==> src/hw/rtl/u2p_pkg.sv <==
package u2p_pkg;

    localparam int SEQ_MAX_BYTES = 16;
    localparam int RESULT_CAP    = 16;
    localparam int SEQ_CAP       = (SEQ_MAX_BYTES < RESULT_CAP) ? SEQ_MAX_BYTES : RESULT_CAP;
    localparam int CNT_W         = $clog2(SEQ_CAP + 1);

    localparam int MAKE_MAX = 8;
    localparam int IDX_W    = 3;
    localparam int LEN_W    = 4;

    localparam logic [7:0] BASE_LIMIT   = 8'hA4;
    localparam logic [7:0] MOD_FIRST    = 8'hE0;
    localparam logic [7:0] MOD_LAST     = 8'hE7;
    localparam logic [7:0] CODE_LSHIFT  = 8'hE1;
    localparam logic [7:0] CODE_RSHIFT  = 8'hE5;
    localparam logic [7:0] CODE_PAUSE   = 8'h48;
    localparam logic [7:0] CODE_PRTSC   = 8'h46;
    localparam logic [7:0] BYTE_EXT     = 8'hE0;
    localparam logic [7:0] BYTE_BREAK   = 8'hF0;
    localparam logic [7:0] MISC_RST     = 8'd232;

    typedef struct packed {
        logic [MAKE_MAX-1:0][7:0] bytes;
        logic [LEN_W-1:0]         len;
        logic                     release_f;
    } t_desc;

    // upper byte E0: two byte entry
    localparam logic [15:0] BASE_ROM [0:163] = '{
        16'h0000, 16'h0000, 16'h0000, 16'h0000, 16'h001C, 16'h0032, 16'h0021, 16'h0023,
        16'h0024, 16'h002B, 16'h0034, 16'h0033, 16'h0043, 16'h003B, 16'h0042, 16'h004B,
        16'h003A, 16'h0031, 16'h0044, 16'h004D, 16'h0015, 16'h002D, 16'h001B, 16'h002C,
        16'h003C, 16'h002A, 16'h001D, 16'h0022, 16'h0035, 16'h001A, 16'h0016, 16'h001E,
        16'h0026, 16'h0025, 16'h002E, 16'h0036, 16'h003D, 16'h003E, 16'h0046, 16'h0045,
        16'h005A, 16'h0076, 16'h0066, 16'h000D, 16'h0029, 16'h004E, 16'h0055, 16'h0054,
        16'h005B, 16'h005D, 16'h005D, 16'h004C, 16'h0052, 16'h000E, 16'h0041, 16'h0049,
        16'h004A, 16'h0058, 16'h0005, 16'h0006, 16'h0004, 16'h000C, 16'h0003, 16'h000B,
        16'h0083, 16'h000A, 16'h0001, 16'h0009, 16'h0078, 16'h0007, 16'hE07C, 16'h007E,
        16'h0000, 16'hE070, 16'hE06C, 16'hE07D, 16'hE071, 16'hE069, 16'hE07A, 16'hE074,
        16'hE06B, 16'hE072, 16'hE075, 16'h0077, 16'hE04A, 16'h007C, 16'h007B, 16'h0079,
        16'hE05A, 16'h0069, 16'h0072, 16'h007A, 16'h006B, 16'h0073, 16'h0074, 16'h006C,
        16'h0075, 16'h007D, 16'h0070, 16'h0071, 16'h0061, 16'hE02F, 16'hE037, 16'h000F,
        16'h0008, 16'h0010, 16'h0018, 16'h0020, 16'h0028, 16'h0030, 16'h0038, 16'h0040,
        16'h0048, 16'h0050, 16'h0057, 16'h005F, 16'h0000, 16'h0000, 16'h0000, 16'h0000,
        16'h0000, 16'h0000, 16'h0000, 16'h0000, 16'h0000, 16'h0000, 16'h0000, 16'hE023,
        16'hE032, 16'hE031, 16'h0000, 16'h0000, 16'h0000, 16'h006D, 16'h0000, 16'h0051,
        16'h0013, 16'h006A, 16'h0064, 16'h0067, 16'h0027, 16'h0000, 16'h0000, 16'h0000,
        16'h00F2, 16'h00F1, 16'h0063, 16'h0062, 16'h005F, 16'h0000, 16'h0000, 16'h0000,
        16'h0000, 16'h0000, 16'h0084, 16'h0000, 16'h0000, 16'h0000, 16'h0000, 16'h0000,
        16'h0000, 16'h0000, 16'h0000, 16'h0000
    };

    localparam logic [15:0] MOD_ROM [0:7] = '{
        16'h0014, 16'h0012, 16'h0011, 16'hE01F, 16'hE014, 16'h0059, 16'hE011, 16'hE027
    };

    localparam logic [15:0] MISC_ROM [0:7] = '{
        16'hE07E, 16'hE032, 16'hE021, 16'hE023, 16'hE03B, 16'hE034, 16'hE04D, 16'hE015
    };

    localparam logic [7:0] PAUSE_MAKE [0:7] = '{
        8'hE1, 8'h14, 8'h77, 8'hE1, 8'hF0, 8'h14, 8'hF0, 8'h77
    };

    localparam logic [7:0] PRTSC_NOSHIFT [0:3] = '{8'hE0, 8'h12, 8'hE0, 8'h7C};

endpackage

==> src/hw/rtl/u2p_front.sv <==
module u2p_front (
    input  logic                i_clk,
    input  logic                i_rst_n,
    input  logic                i_cfg_we,
    input  logic [7:0]          i_cfg_data,
    input  logic                i_in_valid,
    input  logic [7:0]          i_key_code,
    input  logic                i_is_release,
    input  logic                i_q_full,
    output logic                o_in_stall,
    output logic                o_push,
    output u2p_pkg::t_desc      o_desc
);

    logic [7:0]  r_misc_base;
    logic [1:0]  r_shift;
    logic [1:0]  n_shift;
    logic        accept;

    assign o_in_stall = i_q_full;
    assign accept     = i_in_valid && !i_q_full;

    always_comb begin
        logic [15:0] entry;
        logic [8:0]  diff;
        logic        mapped;
        logic        in_base;
        logic        in_mod;
        logic        in_misc;

        diff    = {1'b0, i_key_code} - {1'b0, r_misc_base};
        in_base = (i_key_code < u2p_pkg::BASE_LIMIT);
        in_mod  = (i_key_code >= u2p_pkg::MOD_FIRST) && (i_key_code <= u2p_pkg::MOD_LAST);
        in_misc = ({1'b0, i_key_code} >= {1'b0, r_misc_base})
                  && ({1'b0, i_key_code} <= ({1'b0, r_misc_base} + 9'd7));
        mapped  = (i_key_code != 8'd0) && (in_base || in_mod || in_misc);

        if (in_base) begin
            entry = u2p_pkg::BASE_ROM[i_key_code];
        end else if (in_mod) begin
            entry = u2p_pkg::MOD_ROM[i_key_code[2:0]];
        end else begin
            entry = u2p_pkg::MISC_ROM[diff[2:0]];
        end

        o_desc           = '0;
        o_desc.release_f = i_is_release;
        if (entry[15:8] == u2p_pkg::BYTE_EXT) begin
            o_desc.bytes[0] = u2p_pkg::BYTE_EXT;
            o_desc.bytes[1] = entry[7:0];
            o_desc.len      = u2p_pkg::LEN_W'(2);
        end else begin
            o_desc.bytes[0] = entry[7:0];
            o_desc.len      = u2p_pkg::LEN_W'(1);
        end

        if (in_base && i_key_code == u2p_pkg::CODE_PAUSE) begin
            for (int i = 0; i < u2p_pkg::MAKE_MAX; i++) begin
                o_desc.bytes[i] = u2p_pkg::PAUSE_MAKE[i];
            end
            o_desc.len = u2p_pkg::LEN_W'(8);
        end

        // shift keys never hit print screen, so the held state is current
        if (i_key_code == u2p_pkg::CODE_PRTSC && r_shift == 2'b00) begin
            for (int i = 0; i < 4; i++) begin
                o_desc.bytes[i] = u2p_pkg::PRTSC_NOSHIFT[i];
            end
            o_desc.len = u2p_pkg::LEN_W'(4);
        end

        n_shift = r_shift;
        if (accept && mapped) begin
            if (i_key_code == u2p_pkg::CODE_LSHIFT) begin
                n_shift[0] = !i_is_release;
            end else if (i_key_code == u2p_pkg::CODE_RSHIFT) begin
                n_shift[1] = !i_is_release;
            end
        end

        o_push = accept && mapped;
    end

    always_ff @(posedge i_clk) begin
        if (!i_rst_n) begin
            r_misc_base <= u2p_pkg::MISC_RST;
            r_shift     <= 2'b00;
        end else begin
            if (i_cfg_we) begin
                r_misc_base <= i_cfg_data;
            end
            r_shift <= n_shift;
        end
    end

endmodule

==> src/hw/rtl/u2p_queue.sv <==
module u2p_queue (
    input  logic                i_clk,
    input  logic                i_rst_n,
    input  logic                i_push,
    input  u2p_pkg::t_desc      i_desc,
    input  logic                i_pop,
    output logic                o_full,
    output logic                o_empty,
    output u2p_pkg::t_desc      o_desc
);

    u2p_pkg::t_desc r_mem [2];
    logic           r_wr_ptr;
    logic           r_rd_ptr;
    logic [1:0]     r_count;

    assign o_full  = (r_count == 2'd2);
    assign o_empty = (r_count == 2'd0);
    assign o_desc  = r_mem[r_rd_ptr];

    always_ff @(posedge i_clk) begin
        if (i_push) begin
            r_mem[r_wr_ptr] <= i_desc;
        end
    end

    always_ff @(posedge i_clk) begin
        if (!i_rst_n) begin
            r_wr_ptr <= 1'b0;
            r_rd_ptr <= 1'b0;
            r_count  <= 2'd0;
        end else begin
            if (i_push) begin
                r_wr_ptr <= !r_wr_ptr;
            end
            if (i_pop) begin
                r_rd_ptr <= !r_rd_ptr;
            end
            case ({i_push, i_pop})
                2'b10:   r_count <= r_count + 2'd1;
                2'b01:   r_count <= r_count - 2'd1;
                default: r_count <= r_count;
            endcase
        end
    end

endmodule

==> src/hw/rtl/u2p_back.sv <==
module u2p_back (
    input  logic                i_clk,
    input  logic                i_rst_n,
    input  logic                i_q_empty,
    input  u2p_pkg::t_desc      i_desc,
    output logic                o_pop,
    input  logic                i_out_stall,
    output logic                o_out_valid,
    output logic [7:0]          o_scan_byte,
    output logic                o_last_byte
);

    u2p_pkg::t_desc                r_cur;
    logic                          r_busy;
    logic                          r_f0_sent;
    logic [u2p_pkg::IDX_W-1:0]     r_idx;
    logic [u2p_pkg::CNT_W-1:0]     r_cnt;
    logic                          r_out_valid;
    logic [7:0]                    r_out_byte;
    logic                          r_out_last;

    logic                          advance;
    logic [7:0]                    cur_byte;
    logic                          need_f0;
    logic                          seq_end;
    logic                          cap_end;

    assign o_pop    = !r_busy && !i_q_empty;
    assign advance  = r_busy && (!r_out_valid || !i_out_stall);
    assign cur_byte = r_cur.bytes[r_idx];
    assign need_f0  = r_cur.release_f && (cur_byte != u2p_pkg::BYTE_EXT) && !r_f0_sent;
    assign seq_end  = !need_f0 && ({1'b0, r_idx} == (r_cur.len - u2p_pkg::LEN_W'(1)));
    assign cap_end  = (r_cnt == u2p_pkg::CNT_W'(u2p_pkg::SEQ_CAP - 1));

    assign o_out_valid = r_out_valid;
    assign o_scan_byte = r_out_byte;
    assign o_last_byte = r_out_last;

    always_ff @(posedge i_clk) begin
        if (o_pop) begin
            r_cur <= i_desc;
        end
        if (advance) begin
            r_out_byte <= need_f0 ? u2p_pkg::BYTE_BREAK : cur_byte;
            r_out_last <= seq_end || cap_end;
        end
    end

    always_ff @(posedge i_clk) begin
        if (!i_rst_n) begin
            r_busy      <= 1'b0;
            r_f0_sent   <= 1'b0;
            r_idx       <= '0;
            r_cnt       <= '0;
            r_out_valid <= 1'b0;
        end else begin
            if (o_pop) begin
                r_busy    <= 1'b1;
                r_f0_sent <= 1'b0;
                r_idx     <= '0;
                r_cnt     <= '0;
            end else if (advance) begin
                r_cnt <= r_cnt + u2p_pkg::CNT_W'(1);
                if (need_f0) begin
                    r_f0_sent <= 1'b1;
                end else begin
                    r_f0_sent <= 1'b0;
                    r_idx     <= r_idx + u2p_pkg::IDX_W'(1);
                end
                if (seq_end || cap_end) begin
                    r_busy <= 1'b0;
                end
            end
            if (advance) begin
                r_out_valid <= 1'b1;
            end else if (!i_out_stall) begin
                r_out_valid <= 1'b0;
            end
        end
    end

endmodule

==> src/hw/rtl/usb_keycode_to_ps2_set2.sv <==
// A taken key event is queued, loaded into the emitter, then its first scan byte
// is registered out. Throughput: one byte per cycle while the output is not
// stalled; the emitter loads each event first, and an event spans up to 16 bytes.
// A two-entry event queue lets key events be taken while bytes are still draining.
// Reset (synchronous, active low): clears shift state and the queue, empties the
// output, and sets the media key base code to 0xE8.
module usb_keycode_to_ps2_set2 (
    input  logic        i_clk,
    input  logic        i_rst_n,
    input  logic        i_cfg_we,
    input  logic [7:0]  i_cfg_data,
    input  logic        i_in_valid,
    output logic        o_in_stall,
    input  logic [7:0]  i_key_code,
    input  logic        i_is_release,
    output logic        o_out_valid,
    input  logic        i_out_stall,
    output logic [7:0]  o_scan_byte,
    output logic        o_last_byte
);

    u2p_pkg::t_desc push_desc;
    u2p_pkg::t_desc head_desc;
    logic           push;
    logic           pop;
    logic           q_full;
    logic           q_empty;

    u2p_front u_front (
        .i_clk        (i_clk),
        .i_rst_n      (i_rst_n),
        .i_cfg_we     (i_cfg_we),
        .i_cfg_data   (i_cfg_data),
        .i_in_valid   (i_in_valid),
        .i_key_code   (i_key_code),
        .i_is_release (i_is_release),
        .i_q_full     (q_full),
        .o_in_stall   (o_in_stall),
        .o_push       (push),
        .o_desc       (push_desc)
    );

    u2p_queue u_queue (
        .i_clk   (i_clk),
        .i_rst_n (i_rst_n),
        .i_push  (push),
        .i_desc  (push_desc),
        .i_pop   (pop),
        .o_full  (q_full),
        .o_empty (q_empty),
        .o_desc  (head_desc)
    );

    u2p_back u_back (
        .i_clk       (i_clk),
        .i_rst_n     (i_rst_n),
        .i_q_empty   (q_empty),
        .i_desc      (head_desc),
        .o_pop       (pop),
        .i_out_stall (i_out_stall),
        .o_out_valid (o_out_valid),
        .o_scan_byte (o_scan_byte),
        .o_last_byte (o_last_byte)
    );

endmodule
==> config.mk <==
export PLATFORM = sky130hd
export DESIGN_NAME = usb_keycode_to_ps2_set2
export DESIGN_NICKNAME = d
export VERILOG_FILES = /design/src/hw/rtl/u2p_pkg.sv /design/src/hw/rtl/u2p_front.sv /design/src/hw/rtl/u2p_queue.sv /design/src/hw/rtl/u2p_back.sv /design/src/hw/rtl/usb_keycode_to_ps2_set2.sv
export SDC_FILE = /design/constraint.sdc
export NUM_CORES = 1
export LEC_CHECK = 0
export BUFFER_PORTS_ARGS = -buffer_cell sky130_fd_sc_hd__buf_2
export CAP_MARGIN = 0
export CORE_MARGIN = 4
export CORE_UTILIZATION = 35
export DETAILED_ROUTE_END_ITERATION = 8
export GPL_ROUTABILITY_DRIVEN = 0
export PLACE_DENSITY = 0.55
export SLEW_MARGIN = 40
export SYNTH_ARGS = -nofsm -noshare
export SYNTH_HDL_FRONTEND = slang
export SYNTH_SLANG_ARGS = --single-unit
==> constraint.sdc <==
create_clock -name i_clk -period 4.3 [get_ports i_clk]
set_input_delay 0.86 -clock i_clk [delete_from_list [all_inputs] [get_ports i_clk]]
set_output_delay 0.86 -clock i_clk [all_outputs]
set_load 0.01 [all_outputs]
**After elaboration in Yosys (flattened, before gate mapping)**

Memories as Yosys holds them, arrays and structs flattened. A register that Yosys moved wholly into a read port is not among the register bits.
Cells that the tools add are included.

- Memories: 4
- Logic and storage cells: 112
- Bits in writable memories: 136
- Register bits: 42
- Bits in read-only memories: 4352

Memories:

| name | words | bits a word | read ports | clocked after Yosys merged registers in | wr ports | RTL line | RTL |
|---|---|---|---|---|---|---|---|
| (no name shown) | 256 | 16 | 1 | 0 | 0 | u2p_front.sv:39 | `entry = u2p_pkg::BASE_ROM[i_key_code];` |
| u_queue.r_mem | 2 | 68 | 1 | 1 | 1 | u2p_queue.sv:12 | `u2p_pkg::t_desc r_mem [2];` |
| (no name shown) | 8 | 16 | 1 | 0 | 0 | u2p_front.sv:41 | `entry = u2p_pkg::MOD_ROM[i_key_code[2:0]];` |
| (no name shown) | 8 | 16 | 1 | 0 | 0 | u2p_front.sv:43 | `entry = u2p_pkg::MISC_ROM[diff[2:0]];` |

- $lt $le $gt $ge: 9
- Reductions and logical operators: 37
- Bitwise gates (word level): 6
- Equal/unequal tests: 12
- Muxes and demuxes: 23
- $add $sub $neg: 7

Operators with widths:

| cell | count |
|---|---|
| two-way mux 16 bit | 8 |
| two-way mux 67 bit | 1 |
| two-way mux 36 bit | 1 |
| binary-select mux 8 bit (select 3 bit) | 1 |
| == test 8 bit (second input constant) | 3 |
| == test 8 x 7 -> 1 bit (second input constant) | 2 |
| two-way mux 8 bit | 2 |
| logical AND 1 bit | 12 |
| two-way mux 12 bit | 1 |
| logical NOT 1 bit | 10 |
| adder 8 x 3 -> 9 bit (second input constant) | 1 |
| greater-or-equal comparator 9 bit (second input constant) | 1 |
| <= comparator 8 x 9 -> 1 bit | 1 |
| inverter 8 -> 9 bit | 1 |
| greater-or-equal comparator 4 bit (second input constant) | 2 |
| greater-or-equal comparator 8 bit | 1 |
| greater-or-equal comparator 8 bit (second input constant) | 1 |
| <= comparator 8 bit (second input constant) | 1 |
| < comparator 8 bit (second input constant) | 1 |
| two-way mux 1 bit | 8 |
| != test 8 bit (second input constant) | 1 |
| inverter 3 -> 4 bit | 2 |
| nonzero test 8 bit | 1 |
| AND reduction 2 bit | 3 |
| 19 further kinds | 28 |

**Longest topological paths before layout**

- Depth in word-level cells: 11
- Depth in mapped cells: 15

**Modules after synthesis**

Synthesis repeated with hierarchy kept, for this count alone.

- Cell total of the unflattened synthesis: 939
- Area, all modules: 12401.9 um^2

By module, submodules not included:

| module | cells each | area an instance (um^2) | instances |
|---|---|---|---|
| u2p_queue | 237 | 5190.0 | 1 |
| u2p_front | 505 | 3628.5 | 1 |
| u2p_back | 197 | 3583.4 | 1 |

**Least setup slack after synthesis**

OpenSTA, ideal clock, no wires.

- Kind: input -> register
- Start point: input i_key_code[0]
- End point: memory u_queue.r_mem[0][0] (netlist bit) (enable)
- Slack: 0.535 ns
- Buffers on the path: 2
- Setup time: 0.403 ns
- Required time: 3.897 ns
- Stages: 9
- Arrival time: 3.362 ns
- Path through: clkbuf_1 -> inv_1 -> ha_1 -> clkbuf_1 -> nand4_1 -> o221a_2 -> nand3_1 -> nand3_1 -> nor2_1

- Word-level cells in the longest chain between the ends: 8

Ends and longest elaborated chain:

| what | RTL line | RTL |
|---|---|---|
| from (decl) | usb_keycode_to_ps2_set2.sv:14 | `input logic [7:0] i_key_code,` |
| greater-or-equal comparator 8 bit or <= comparator 8 bit (tied branches) | u2p_front.sv:33 | `in_mod = (i_key_code >= u2p_pkg::MOD_FIRST) && (i_key_code <= u2p_pkg::MOD_LAST);` |
| logical AND 1 bit | u2p_front.sv:33 |  |
| logical OR 1 bit (2 in a row) | u2p_front.sv:36 | `mapped = (i_key_code != 8'd0) && (in_base \|\| in_mod \|\| in_misc);` |
| logical AND 1 bit (*) | u2p_front.sv:36 |  |
| logical AND 1 bit (*) | u2p_front.sv:81 | `o_push = accept && mapped;` |
| two-way mux 1 bit (*) | u2p_queue.sv:22 | `if (i_push) begin` |
| two-way mux 1 bit (implied by the code) (*) | u2p_queue.sv:23 | `r_mem[r_wr_ptr] <= i_desc;` |
| to (decl) | u2p_queue.sv:12 |  |

Mark *: on every way between the ends. The rest lies on a longest branch, timed or not.

==> impl_metrics.tcl <==
set metrics [dict create \
    worst_slack_ns 0.811 \
    die_h_um 147 \
    tightest_slew_ns 0.680 \
    synth_top_area_share_pct 34.6 \
    final_layout_size_suffix_gt1_share_pct 17.2 \
    cts_buffer_depth 2 \
    ys.flop_type "edfxtp_1" \
    r2r_start "u_front.r_misc_base[0]" \
    hold_start "u_back.r_f0_sent" \
    core-area_um2 18900 \
    rows 50 \
    synthArstFlopShare_pct 0 \
    clkSinkCount 103 \
    area_growth_pct 10.9 \
    fin_cells 946 \
    clock_latency_ns 0.34 \
    synth_top_cells_by_area "edfxtp_1 (35%), dfxtp_1 (7.4%), ha_1 (6.1%)" \
    cts_tree "yes" \
    pre_cts_slack_ns 0.525 \
    htree_num_levels 3 \
    cts_made_buffers 9 \
    hold_depth 2 \
    gr-usage-met2_pct 24.4 \
    multiInputGateArea_um2 3630 \
    io_pins 33 \
    r2r_end "u_queue.r_count[1]" \
    synth_seq_cells 103 \
    reg2reg_setup_slack_ns 0.96 \
    critical_path_class "in2reg" \
    grt_start_max_net_pins 40 \
    ys_seq_area_share_pct 41.9 \
    grt_pass1_wl_um 28200 \
    ys_types 78 \
    grt_pass1_vias 5297 \
    dr.first_iter.drc_count 708 \
    synth_edf_count 78 \
    crit_arrival_ns 3.64 \
    nFillCells 1869 \
    antenna_cells 0 \
    routedWlPerCell_um 18.6 \
    firstDrtPassIters 6 \
    syn_inst 667 \
    worst_setup_path_end_kind "flip-flop" \
    track_usage_pct 16.1 \
    drc_errors 0 \
    vias 5475 \
    min_period_over_period_pct 81.1 \
    fin_skew_ns 0.00853 \
    max_freq_mhz 287 \
    routed_wl_um 17600 \
    rsz0062_at_grt "false" \
    ant_nets 0 \
    postSynthAreaPerCell_um2 10.2 \
    path_clk_slew_ns 0.07 \
    start_kind "input pin" \
    slew_headroom_pct 54.5 \
    start_util_pct 35.9 \
    power.leakage_nw 2.81 \
    power-per-cell-area_nw_per_um2 441 \
    placed_area_um2 7210 \
    port_buffers 32 \
    die_w_um 147 \
    dp.cells 930 \
    cts_setup_buffers 0 \
    busiest_layer "met2" \
    seq_area_um2 2840 \
    syn_area_um2 6780 \
    fin_setup_tns_ns 0 \
    cts_resized 0 \
    cp_max_fo 13 \
    cts_hold_buf 0 \
    ir_worst_vdd_mv 0.188 \
    synth_top_area_cell "edfxtp_1" \
    finalMaxSlewViolations 0 \
    dp_hpwl_um 12500 \
    yosys_warnings 0 \
    setup_viol 0 \
    fin_crit_ns 3.49 \
    antenna_found_initial 0 \
    required_ns 4.45 \
    met1_usage_pct 20.7 \
    drt-vias-per-instance 5.79 \
    maxCapViolCount 0 \
    cts_root_buf "clkbuf_16" \
    grt_use_met3_pct 4.72 \
    final_area_um2 7520 \
    status "finished clean" \
    final_util_pct 39.8 \
    grt_overflow_total 0 \
    hold_path.class "reg2reg" \
    finalHoldViolations 0 \
    final_nets 737 \
    min_to "u_back.r_f0_sent" \
    ff2ff_path_depth 14 \
    die_area_um2 21700 \
]
## state kept, by name, indices dropped and copies added (netlist names)
signal,count
u_queue.r_mem,46
u_back.r_cur,23
u_back.o_scan_byte,8
u_front.r_misc_base,8
u_back.r_cnt,5
u_back.r_idx,3
u_front.r_shift,2
u_queue.r_count,2
u_back.o_last_byte,1
u_back.o_out_valid,1
u_back.r_busy,1
u_back.r_f0_sent,1
u_queue.r_rd_ptr,1
u_queue.r_wr_ptr,1
## metal layers
metal	vias to the layer above	share of wire, %
li1	2556	-
met1	2553	42
met2	288	44
met3	78	8.3
met4	0	5.0
met5	-	0
## worst max-delay path, cell delays in order
cell	delay, ns
buf_2	0.19
inv_1	0.28
ha_1	0.57
nor2_2	0.11
mux4_2	0.48
o221a_1	0.25
a311o_1	0.31
a311o_1	0.39
nor4_2	0.20
## layout make-up
| cell class | count | area share [%] |
|---|---|---|
| multi-input combinational | 486 | 48.3 |
| sequential | 103 | 37.8 |
| tap | 260 | 4.33 |
| timing repair buffer | 49 | 3.83 |
| clock buffer | 11 | 3.39 |
| inverter | 32 | 1.60 |
| clock inverter | 5 | 0.699 |
## Yosys cell counts, types with 4 or more instances
| library cell | n |
|---|---|
| a211oi_1 | 12 |
| a21o_1 | 5 |
| a21oi_1 | 32 |
| a221oi_1 | 5 |
| a22o_1 | 4 |
| a31oi_1 | 16 |
| a32oi_1 | 4 |
| a41o_1 | 4 |
| and2_1 | 8 |
| and3_1 | 8 |
| buf_2 | 16 |
| clkbuf_1 | 27 |
| dfxtp_1 | 25 |
| edfxtp_1 | 78 |
| ha_1 | 33 |
| inv_1 | 29 |
| mux2_2 | 27 |
| mux2i_1 | 15 |
| mux4_2 | 7 |
| nand2_1 | 52 |
| nand2b_1 | 17 |
| nand3_1 | 11 |
| nand3b_1 | 5 |
| nand4_1 | 8 |
| nor2_1 | 36 |
| nor2b_1 | 25 |
| nor3_1 | 11 |
| nor4_1 | 5 |
| o211ai_1 | 14 |
| o21a_1 | 6 |
| o21ai_0 | 17 |
| o221a_2 | 5 |
| o221ai_1 | 5 |
| o31ai_1 | 5 |
| or2_2 | 4 |
| xnor2_1 | 13 |
| xor2_1 | 8 |
## report_power, final
group / total (W) / internal, W / switching [W]
sequential: 0.00151 / 0.00138 / 0.000138
combinational: 0.000967 / 0.000420 / 0.000547
clock: 0.000833 / 0.000488 / 0.000345
total: 0.00331 / 0.00228 / 0.00103
## worst max-delay path by stage
stage | cells after the start | start | end | slack [ns]
6_report | 9 | i_key_code[1] | u_queue.r_mem[1][13] | 0.81
5_1_grt | 14 | u_front.r_misc_base[0] | u_queue.r_count[1] | 0.69
4_1_cts | 9 | i_key_code[1] | u_queue.r_mem[1][13] | 0.88
3_5_place_dp | 9 | i_key_code[1] | u_queue.r_mem[1][13] | 0.52
3_3_place_gp | 9 | i_key_code[0] | u_queue.r_mem[0][13] | 0.64
2_1_floorplan | 9 | i_key_code[0] | u_queue.r_mem[0][0] | 0.53
## through the flow
step	hold slack (ns)	power [W]
after global placement	0.469	0.00248
after floorplan	0.449	0.00222
after CTS	0.501	0.00334
after detailed placement	0.482	0.00251
final	0.496	0.00331
after global routing	0.518	0.00352
## kinds of logic after synthesis
kind of cell | after synthesis | share of synthesized area (%)
simple gates | 202 | 15.5
xor+xnor | 21 | 2.71
flops | 103 | 41.9
other cells | 1 | 0.0553
buf+inv | 79 | 4.73
fa+ha+maj | 34 | 6.39
compound gates | 176 | 18.9
mux | 51 | 9.80
## placed cells by master (no fill, tap or decap), types with 13 or more instances in the layout
cell type  Yosys  layout
a21oi_1       32      32
ha_1          33      33
buf_2         16      32
a31oi_1       16      16
dfxtp_1       25      24
nor2b_1       25      25
mux2_2        27      27
xnor2_1       13      13
mux2i_1       15      15
inv_1         29      28
nand2_1       52      52
buf_4          1      17
nor2_1        36      34
nand2b_1      17      17
o21ai_0       17      17
o211ai_1      14      14
edfxtp_1      78      78
(Power assumes the default switching activity.)
